**src/rtl/bbs_pkg.sv**
```systemverilog
// ----------------------------------------------------------------------------
// bbs_pkg
// shared types and constants of the binomial band smoother
// ----------------------------------------------------------------------------
package bbs_pkg;

  localparam int MAX_BANDS_DEF = 128;

  localparam int LEVEL_W = 17;            // clamped level, 0..65536
  localparam int IN_W    = 18;            // signed q2.16 input level
  localparam int WIN_LEN = 9;
  localparam int RAD_W   = 3;

  localparam logic [LEVEL_W-1:0] UNIT_LEVEL = 17'd65536;

  // kernel radius codes
  localparam logic [RAD_W-1:0] RAD_PASS = 3'd0;
  localparam logic [RAD_W-1:0] RAD_FIVE = 3'd2;
  localparam logic [RAD_W-1:0] RAD_NINE = 3'd4;

  // smoothing level codes
  localparam logic [1:0] SMOOTH_PASS = 2'd0;
  localparam logic [1:0] SMOOTH_FIVE = 2'd1;

  // register indexes
  localparam logic CFG_SMOOTH_LEVEL   = 1'b0;
  localparam logic CFG_REFERENCE_MODE = 1'b1;

  typedef logic [LEVEL_W-1:0] level_t;

  // one pending result travelling from the window stage to the kernel stage
  typedef struct packed {
    logic             valid;
    logic             frame_end;
    logic [RAD_W-1:0] radius;
  } tok_t;

endpackage

```
**src/rtl/binomial_band_smoother_unit.sv**
```systemverilog
// ----------------------------------------------------------------------------
// binomial_band_smoother_unit
// frame-wise binomial smoothing of spectrum band levels
// ----------------------------------------------------------------------------
// Band levels arrive at up to one word per cycle, signed q2.16, and are clamped to
// 0..65536 (65536 is 1.0). With smoothing level 0 or reference mode the
// clamped level goes straight out; level 1 applies the 1,4,6,4,1 / 16 kernel
// and level 2 (or 3) the 1,8,28,56,70,56,28,8,1 / 256 kernel, rounded half up,
// with the first and last band repeated past the frame edges. The kernel is
// chosen at the first band of each frame, so register writes land at the next
// frame. Results lag the input by the kernel radius (0, 2 or 4 bands); the
// band marked tlast flushes the pending results and the final one carries
// tlast (none does in pass-through if the tlast band is past MAX_BANDS). Bands
// past MAX_BANDS are dropped. Throughput is one band per cycle unless the
// output stalls; after tlast the input is held off while the flush drains
// through the same window. Path: window register, weighted sum, output register.
// ----------------------------------------------------------------------------
module binomial_band_smoother_unit
  import bbs_pkg::*;
#(
  parameter int MAX_BANDS = MAX_BANDS_DEF
) (
  input  logic        clk,
  input  logic        rst,
  // configuration write channel
  input  logic        cfg_valid,
  output logic        cfg_ready,
  input  logic        cfg_index,       // 0 smooth_level, 1 reference_mode
  input  logic [1:0]  cfg_data,
  // input band stream
  input  logic        s_axis_tvalid,
  output logic        s_axis_tready,
  input  logic [23:0] s_axis_tdata,    // [17:0] band_level, rest zero
  input  logic        s_axis_tlast,    // last_band
  // smoothed output stream
  output logic        m_axis_tvalid,
  input  logic        m_axis_tready,
  output logic [23:0] m_axis_tdata,    // [16:0] smoothed_level, rest zero
  output logic        m_axis_tlast     // frame_end
);

  logic [1:0] smooth_level;
  logic       reference_mode;
  tok_t       tok;
  level_t     win [WIN_LEN];
  logic       tok_take;
  level_t     out_level;

  // register file, always ready
  assign cfg_ready = 1'b1;

  always_ff @(posedge clk) begin
    if (rst) begin
      smooth_level   <= SMOOTH_FIVE;
      reference_mode <= 1'b0;
    end else if (cfg_valid) begin
      case (cfg_index)
        CFG_SMOOTH_LEVEL:   smooth_level   <= cfg_data;
        CFG_REFERENCE_MODE: reference_mode <= cfg_data[0];
        default: ;
      endcase
    end
  end

  // window update, frame bookkeeping and edge flush
  bbs_window #(
    .MAX_BANDS (MAX_BANDS)
  ) u_window (
    .clk            (clk),
    .rst            (rst),
    .in_valid       (s_axis_tvalid),
    .in_ready       (s_axis_tready),
    .in_level       (s_axis_tdata[IN_W-1:0]),
    .in_last        (s_axis_tlast),
    .smooth_level   (smooth_level),
    .reference_mode (reference_mode),
    .tok_take       (tok_take),
    .tok            (tok),
    .win            (win)
  );

  // weighted sum and output word register
  bbs_kernel u_kernel (
    .clk       (clk),
    .rst       (rst),
    .tok       (tok),
    .win       (win),
    .tok_take  (tok_take),
    .out_valid (m_axis_tvalid),
    .out_ready (m_axis_tready),
    .out_level (out_level),
    .out_end   (m_axis_tlast)
  );

  assign m_axis_tdata = {7'd0, out_level};

endmodule

```
**src/rtl/bbs_window.sv**
```systemverilog
// ----------------------------------------------------------------------------
// bbs_window
// clamps incoming levels, keeps the tap window and frame counters, and
// sequences the edge flush after the last band
// ----------------------------------------------------------------------------
module bbs_window
  import bbs_pkg::*;
#(
  parameter int MAX_BANDS = MAX_BANDS_DEF
) (
  input  logic              clk,
  input  logic              rst,
  input  logic              in_valid,
  output logic              in_ready,
  input  logic [IN_W-1:0]   in_level,
  input  logic              in_last,
  input  logic [1:0]        smooth_level,
  input  logic              reference_mode,
  input  logic              tok_take,
  output tok_t              tok,
  output level_t            win [WIN_LEN]
);

  localparam int BS_RAW = $clog2(MAX_BANDS + 1);
  localparam int BS_W   = (BS_RAW < 3) ? 3 : BS_RAW;
  localparam logic [BS_W-1:0] MAXB = BS_W'(MAX_BANDS);
  // right-edge index of a frame cut at the band limit, saturated at the largest radius
  localparam logic [RAD_W-1:0] IDX_SAT = (MAX_BANDS - 1 > 4) ? RAD_W'(4) : RAD_W'(MAX_BANDS - 1);

  logic [BS_W-1:0]  bands_seen, bands_seen_next;
  logic [RAD_W-1:0] radius, radius_next;
  logic [RAD_W-1:0] flush_k, flush_k_next;
  logic [RAD_W-1:0] flush_base, flush_base_next;
  level_t           win_next [WIN_LEN];
  level_t           v;
  logic [RAD_W-1:0] cfg_radius;
  logic [RAD_W-1:0] base;
  logic             flushing, advance, in_fire, fl_fire;
  logic             emit, emit_end;

  assign flushing = (flush_k != '0);
  assign advance  = !tok.valid || tok_take;
  assign in_ready = advance && !flushing;
  assign in_fire  = in_valid && in_ready;
  assign fl_fire  = flushing && advance;

  always_comb begin
    if (in_level[IN_W-1]) begin
      v = '0;
    end else if (in_level[IN_W-2:0] > UNIT_LEVEL) begin
      v = UNIT_LEVEL;
    end else begin
      v = in_level[LEVEL_W-1:0];
    end
  end

  always_comb begin
    if (reference_mode || smooth_level == SMOOTH_PASS) begin
      cfg_radius = RAD_PASS;
    end else if (smooth_level == SMOOTH_FIVE) begin
      cfg_radius = RAD_FIVE;
    end else begin
      cfg_radius = RAD_NINE;
    end
  end

  always_comb begin
    win_next        = win;
    bands_seen_next = bands_seen;
    radius_next     = radius;
    flush_k_next    = flush_k;
    flush_base_next = flush_base;
    emit            = 1'b0;
    emit_end        = 1'b0;
    base            = IDX_SAT;
    if (in_fire) begin
      if (bands_seen < MAXB) begin
        if (bands_seen == '0) begin
          radius_next = cfg_radius;
          for (int i = 0; i < WIN_LEN; i++) win_next[i] = v;
        end else begin
          for (int i = 0; i < WIN_LEN - 1; i++) win_next[i] = win[i + 1];
          win_next[WIN_LEN-1] = v;
        end
        bands_seen_next = bands_seen + 1'b1;
        emit     = (bands_seen >= BS_W'(radius_next));
        emit_end = in_last && (radius_next == RAD_PASS);
        base     = (bands_seen > BS_W'(4)) ? RAD_W'(4) : bands_seen[RAD_W-1:0];
      end
      if (in_last) begin
        bands_seen_next = '0;
        if (radius_next != RAD_PASS) begin
          flush_k_next    = RAD_W'(1);
          flush_base_next = base;
        end
      end
    end else if (fl_fire) begin
      // repeat the last band past the right edge
      for (int i = 0; i < WIN_LEN - 1; i++) win_next[i] = win[i + 1];
      win_next[WIN_LEN-1] = win[WIN_LEN-1];
      emit     = ({1'b0, flush_k} + {1'b0, flush_base}) >= {1'b0, radius};
      emit_end = (flush_k == radius);
      flush_k_next = (flush_k == radius) ? '0 : flush_k + 1'b1;
    end
  end

  always_ff @(posedge clk) begin
    win <= win_next;
    flush_base <= flush_base_next;
    if (rst) begin
      bands_seen <= '0;
      radius     <= RAD_PASS;
      flush_k    <= '0;
      tok        <= '0;
    end else begin
      bands_seen <= bands_seen_next;
      radius     <= radius_next;
      flush_k    <= flush_k_next;
      if (advance) begin
        tok.valid     <= emit;
        tok.frame_end <= emit_end;
        tok.radius    <= radius_next;
      end
    end
  end

endmodule

```
**src/rtl/bbs_kernel.sv**
```systemverilog
// ----------------------------------------------------------------------------
// bbs_kernel
// binomial weighted sum over the tap window and the result register
// ----------------------------------------------------------------------------
module bbs_kernel
  import bbs_pkg::*;
(
  input  logic   clk,
  input  logic   rst,
  input  tok_t   tok,
  input  level_t win [WIN_LEN],
  output logic   tok_take,
  output logic   out_valid,
  input  logic   out_ready,
  output level_t out_level,
  output logic   out_end
);

  logic [17:0] p0, p1, p2, p3;
  logic [25:0] sum9;
  logic [20:0] sum5;
  level_t      filt;

  // symmetric kernels: fold the pairs first
  assign p0 = {1'b0, win[0]} + {1'b0, win[8]};
  assign p1 = {1'b0, win[1]} + {1'b0, win[7]};
  assign p2 = {1'b0, win[2]} + {1'b0, win[6]};
  assign p3 = {1'b0, win[3]} + {1'b0, win[5]};

  assign sum9 = 26'(p0) + (26'(p1) << 3) + 26'(p2) * 26'd28 + 26'(p3) * 26'd56
              + 26'(win[4]) * 26'd70 + 26'd128;
  assign sum5 = 21'(win[4]) + 21'(win[8]) + ((21'(win[5]) + 21'(win[7])) << 2)
              + 21'(win[6]) * 21'd6 + 21'd8;

  always_comb begin
    case (tok.radius)
      RAD_PASS: filt = win[WIN_LEN-1];
      RAD_FIVE: filt = sum5[20:4];
      default:  filt = sum9[24:8];
    endcase
  end

  assign tok_take = !out_valid || out_ready;

  always_ff @(posedge clk) begin
    if (rst) begin
      out_valid <= 1'b0;
    end else if (tok_take) begin
      out_valid <= tok.valid;
    end
    if (tok_take && tok.valid) begin
      out_level <= filt;
      out_end   <= tok.frame_end;
    end
  end

endmodule

```
**config.mk**
```make
export PLATFORM = sky130hd
export DESIGN_NAME = binomial_band_smoother_unit
export DESIGN_NICKNAME = d
export VERILOG_FILES = /design/src/rtl/bbs_pkg.sv /design/src/rtl/binomial_band_smoother_unit.sv /design/src/rtl/bbs_window.sv /design/src/rtl/bbs_kernel.sv
export SDC_FILE = /design/constraint.sdc
export NUM_CORES = 1
export LEC_CHECK = 0
export BUFFER_PORTS_ARGS = -buffer_cell sky130_fd_sc_hd__buf_2
export CELL_PAD_IN_SITES_DETAIL_PLACEMENT = 0
export CELL_PAD_IN_SITES_GLOBAL_PLACEMENT = 1
export CORE_ASPECT_RATIO = 1.5
export CORE_MARGIN = 1.5
export CORE_UTILIZATION = 51
export CTS_BUF_LIST = sky130_fd_sc_hd__clkbuf_4 sky130_fd_sc_hd__clkbuf_8 sky130_fd_sc_hd__clkbuf_16
export CTS_CLUSTER_SIZE = 28
export DETAILED_ROUTE_END_ITERATION = 8
export PLACE_DENSITY_LB_ADDON = 0.1
export SLEW_MARGIN = 40
export SYNTH_ARGS = -nofsm -noshare
export SYNTH_HDL_FRONTEND = slang
export SYNTH_SLANG_ARGS = --single-unit
```
**constraint.sdc**
```tcl
create_clock -name clk -period 13.55 [get_ports clk]
set_input_delay 2.71 -clock clk [delete_from_list [all_inputs] [get_ports clk]]
set_output_delay 2.71 -clock clk [all_outputs]
set_load 0.02 [all_outputs]
```
# ---- Word-level counts from Yosys, hierarchy flattened
# Index checks and enable logic that the tools add are counted.
dict set report op_classes {
  mul 4
  n_mux 28
  n_lt_le_gt_ge 5
  add_sub_neg 17
  n_bitwise 2
  reduce_logical 27
  n_eq_ne 6
}
# cell count
set ops {}
lappend ops {{$mux 153} 4}
lappend ops {{$add 17x17->18} 6}
lappend ops {{$add 25x24->25} 2}
lappend ops {{$mul 18x3->21 const B} 2}
lappend ops {{$mux 3} 13}
lappend ops {{$mux 17} 2}
lappend ops {{$pmux 17 s2} 1}
lappend ops {{$add 25x23->25} 1}
lappend ops {{$add 25x8->25 const B} 1}
lappend ops {{$mul 17x6->23 const B} 1}
lappend ops {{$add 18x21->22} 1}
lappend ops {{$add 21x20->21} 1}
lappend ops {{$add 21x21->21} 1}
lappend ops {{$add 21x4->21 const B} 1}
lappend ops {{$mul 17x2->19 const B} 1}
lappend ops {{$gt 17x17->1 const B} 1}
lappend ops {{$mux 8} 2}
lappend ops {{$reduce_and 2->1} 5}
lappend ops {{$add 8x1->8 const B} 1}
lappend ops {{$ge 8x3->1} 1}
lappend ops {{$gt 8x3->1 const B} 1}
lappend ops {{$logic_not 8->1} 1}
lappend ops {{$lt 8x8->1 const B} 1}
lappend ops {{$logic_not 3->1} 2}
lappend ops {{17 further kinds} 36}
dict set report totals {
  out_inout_bits 28
  in_bits 33
  reg_bits 197
  wordCells 110
}

# ---- Longest topological paths before layout
dict set report depth {
  ltp_word 12
  depth_mapped 34
}

# ---- Cells and area by module
# A second synthesis with hierarchy kept.
dict set report unflattened {
  cells_unflattened 2290
  area_unflattened_um2 21224.1
}
# mod seq_area_each_um2 area_per_inst_um2 n_inst cells_each
set modules_own_cells {}
lappend modules_own_cells {bbs_kernel 560.5 13631.8 1 1623}
lappend modules_own_cells {bbs_window 5064.9 7392.1 1 644}
lappend modules_own_cells {binomial_band_smoother_unit 60.1 200.2 1 23}

# ---- Least setup slack after synthesis
# No wires, ideal clock.
dict set report synth_path {
  kind {input-to-reg}
  start {input port m_axis_tready}
  end {register u_window.win[100] in the netlist's numbering (enable)}
  setup_ps 679
  required_time_ps 12871
  path_slack_ps 2775
  path_buffers 0
  arrival_ps 10097
  path_stages 5
  cell_sequence {nor2b_1 > nand2_1 > and2_1 > nand2_1 > o22ai_1}
}
dict set report synth_via {
  elab_chain_cells 6
  word_cells_on_any_way 8
}
# element line_no
set synth_lines {}
lappend synth_lines {{start: declaration} binomial_band_smoother_unit.sv:37} ;# input logic m_axis_tready,
lappend synth_lines {{$logic_or 1x1->1 (*)} bbs_kernel.sv:43} ;# assign tok_take = !out_valid || out_ready;
lappend synth_lines {{$logic_or 1x1->1 (*)} bbs_window.sv:42} ;# assign advance = !tok.valid || tok_take;
lappend synth_lines {{$logic_and 1x1->1 (*)} bbs_window.sv:43} ;# assign in_ready = advance && !flushing;
lappend synth_lines {{net s_axis_tready} binomial_band_smoother_unit.sv:32} ;# output logic s_axis_tready,
lappend synth_lines {{$logic_and 1x1->1 (*)} bbs_window.sv:44} ;# assign in_fire = in_valid && in_ready;
lappend synth_lines {{$ne 2x2->1 (no source line) or $reduce_bool 2->1 (tied branches)} --}
lappend synth_lines {{$reduce_and 2->1 (no source line) (*)} --}
lappend synth_lines {{end signal: assignment} bbs_window.sv:108} ;# win <= win_next;
lappend synth_lines {{end: declaration} bbs_window.sv:21} ;# output level_t win [WIN_LEN]
# Mark *: on every way through the listed nets, which the timed path passes. The rest lies on a longest branch.
# A chain may end at the register's enable or synchronous reset.

# ---- Worst setup path after layout
dict set report layout_path {
  start {register u_window.win[52] in the netlist's numbering}
  end {register u_kernel.out_level[15] (data pin)}
}
dict set report layout_via {
  elab_chain_cells 6
  word_cells_on_any_way 10
}
# element line_no
set layout_lines {}
lappend layout_lines {{$add 17x17->18} bbs_kernel.sv:28} ;# assign p3 = {1'b0, win[3]} + {1'b0, win[5]};
lappend layout_lines {{$mul 18x3->21} bbs_kernel.sv:30} ;# assign sum9 = 26'(p0) + (26'(p1) << 3) + 26'(p2) * 26'd28 + 26'(p3) * 26'd56
lappend layout_lines {{$add 25x24->25} bbs_kernel.sv:30}
lappend layout_lines {{$add 25x24->25} bbs_kernel.sv:31} ;# + 26'(win[4]) * 26'd70 + 26'd128;
lappend layout_lines {{$add 25x8->25} bbs_kernel.sv:31}
lappend layout_lines {{$pmux 17 s2 (*)} bbs_kernel.sv:36} ;# case (tok.radius)
lappend layout_lines {{net u_kernel.filt[15]} bbs_kernel.sv:22} ;# level_t filt;
lappend layout_lines {{end signal: assignment} bbs_kernel.sv:52} ;# out_level <= filt;
lappend layout_lines {{end: declaration} bbs_kernel.sv:15} ;# output level_t out_level,
# Marked as above.

==> out/metrics.cfg <==
[run_status]
outcome = finished clean

[logic_synthesis]
syn_avg_cell_area_um2 = 9.41
synth.cell_area_um2 = 20700
synthFlopType = edfxtp_1
synth_top_cells_by_count = 348 x nand2_1, 300 x ha_1, 223 x inv_1, 174 x edfxtp_1, 135 x a21oi_1
async_flop_share_pct = 0
synth_warnings = 0
syn-instance-count = 2204
yosysSeqAreaShare_pct = 27.4
synth_seq_cells = 197
yosys.area.top_type_share_pct = 25.2
synthTopCellsByArea = edfxtp_1 25%, ha_1 18%, fa_1 12%
yosysUniqueCellTypes = 74
synth_area_leader_cell = edfxtp_1
synth_edf_count = 174
yosysMostFrequentCell = nand2_1

[timing]
rsz0062_at_grt = no
fmax_mhz = 114
relSlewSlack_pct = 45.3
min_period_ns = 8.75
fin_skew_ns = 0.0177
report.final.slew_viol_count = 0
setup_viol = 0
hold_viol = 0
worstMarginPinSlew_ns = 0.813
finalCritPeriodShare_pct = 64.6
finalWorstSetupSlack_ns = 4.80
setup-tns-final_ns = 0

[grt]
grt_pass1_wl_mm = 84.7
antenna_found_initial = 0
use_met1_pct = 27.7
top_usage_layer = met2
grt_pass1_vias = 15392
grt_remaining_overflow = 0
grt_max_degree = 78
grt_use_met2_pct = 52.1
grtUsageMet3_pct = 1.89
track_usage_pct = 26.6

[routing]
viasPerCell = 5.62
routedWlPerCell_um = 19.8
drcViolationCount = 0
antenna_left = 0
dr.pass1.iters = 5
num_vias = 15538
drt_iter0_markers = 777
drt-total-wl_mm = 54.7

[clock_network]
cts_tree = yes
path_clk_slew_ns = 0.09
holdBufCountCts = 0
cts_buffers = 17
cts-root-buf = clkbuf_16
cts_num_sinks = 197
post_cts_buffers = 0
clock_path_buffers = 2
cts_resized = 0
worst_skew_pair.late_latency_ns = 0.46
htreeDepth = 4

[critical_path]
end_kind = flop
critPathKind = flop to flop
cp_slowest_stage_delay_ns = 0.54
critical-path-top-delay-family = compound AO/OA/AOI/OAI gates
path_max_fanout = 5
worst_ep_required_time_ns = 13.73
crit_top_cell = a21oi_1
reg2reg_slack_ns = 4.80
startpoint_type = flop
worst_path_max_delay_cell = edfxtp_1
worst_ep_arrival_time_ns = 8.93
crit_buf_inv = 0

[placement]
io_buffers = 46
dp_hpwl_mm = 45.0
globalplace.congestion = 0.867
dp_slack_ns = 4.75

[final_layout]
finalNetCount = 2708
drive_gt1_share_pct = 5.48
diodes = 0
area_growth_pct = 7.21

[floorplanning]
die-area_um2 = 41900
core_area_um2 = 40200
initial_core_util_pct = 51.6
die_w_um = 168
die_h_um = 250
rows = 90
pin_count = 61

[job]
max_cap_viol_count = 0

[min_path]
holdCritPathClass = flop to flop

-- worst register-to-register path: cells and delay by family (launching register included) --
family	cells	cell delay, ns
flip-flops	1	0.54
XOR/XNOR	2	0.98
AO/OA/AOI/OAI	16	3.69
AND/OR/NAND/NOR	3	0.59
adder cells (fa/ha/maj)	7	2.70
-- kinds of logic (layout without fill, tap and decap cells) --
logic type                 Yosys count  in the layout  synth area share (%)
AOI/OAI and AO/OA                  432            432                  13.9
xor gates and xnor gates           182            182                  7.69
adders and majority gates          427            427                  30.4
buffers and inverters              259            310                  4.84
DFF                                197            197                  27.4
muxes                               17             17                 0.827
other                                2              8                0.0362
and+or+nand+nor                    688            688                  14.9
-- placed cells by master (no fill, tap or decap), types with 34 or more instances in the layout --
master and n:
o21ai_0 64, a21oi_1 135, nand3_1 34, ha_1 300, nand2_1 347, buf_2 46, inv_1 223, a21o_1 62
xor2_1 66, nor2_1 99, fa_1 127, edfxtp_1 174, nor3_1 45, xnor2_1 116
-- per-stage QoR --
step | cells | instance area [um2] | hold WS (ns) | utilization [%]
detailed placement | 2734 | 21600 | 0.440 | 53.6
global route | 2767 | 22200 | 0.468 | 55.3
finish | 2767 | 22200 | 0.453 | 55.3
global placement | 2733 | 21500 | 0.425 | 53.6
floorplan | 2210 | 20800 | 0.409 | -
CTS | 2766 | 22200 | 0.461 | 55.2
-- routing by layer --
metal  up-vias  part of all wire (%)
met5         -                     0
met1      7430                    37
li1       7735                     -
met3       104                   1.7
met4         0                   6.3
met2       269                    55
-- final timing paths --
check                                    start                          endpoint  cells past startpoint
setup / recovery    u_window.win[52]$_DFFE_PP_  u_kernel.out_level[15]$_DFFE_PP_                     28
hold reg to reg   u_window.tok[3]$_SDFFE_PP0P_        u_kernel.out_end$_DFFE_PP_                      0
setup reg to reg    u_window.win[52]$_DFFE_PP_  u_kernel.out_level[15]$_DFFE_PP_                     28
hold / removal    u_window.tok[3]$_SDFFE_PP0P_        u_kernel.out_end$_DFFE_PP_                      0
-- flip-flops by register name, summed over array words and instances, names as in the netlist --
register,flops
u_window.flush_base,3
u_window.radius,3
smooth_level,2
u_window.win,153
u_window.flush_k,3
reference_mode,1
u_window.bands_seen,8
u_window.tok,5
u_kernel.out_valid,1
u_kernel.out_end,1
u_kernel.out_level,17
-- layout make-up --
type	count	area, um2
inverters	223	837
clock buffers	18	450
repair buffers	55	327
fillers	3741	18000
well taps	506	633
multi-input cells	1754	14100
clock inverters	14	190
flip-flops and latches	197	5690
Power is left out: the tool's default activity adds up to more than one toggle a clock period on the data nets, which glitch-free logic cannot reach.
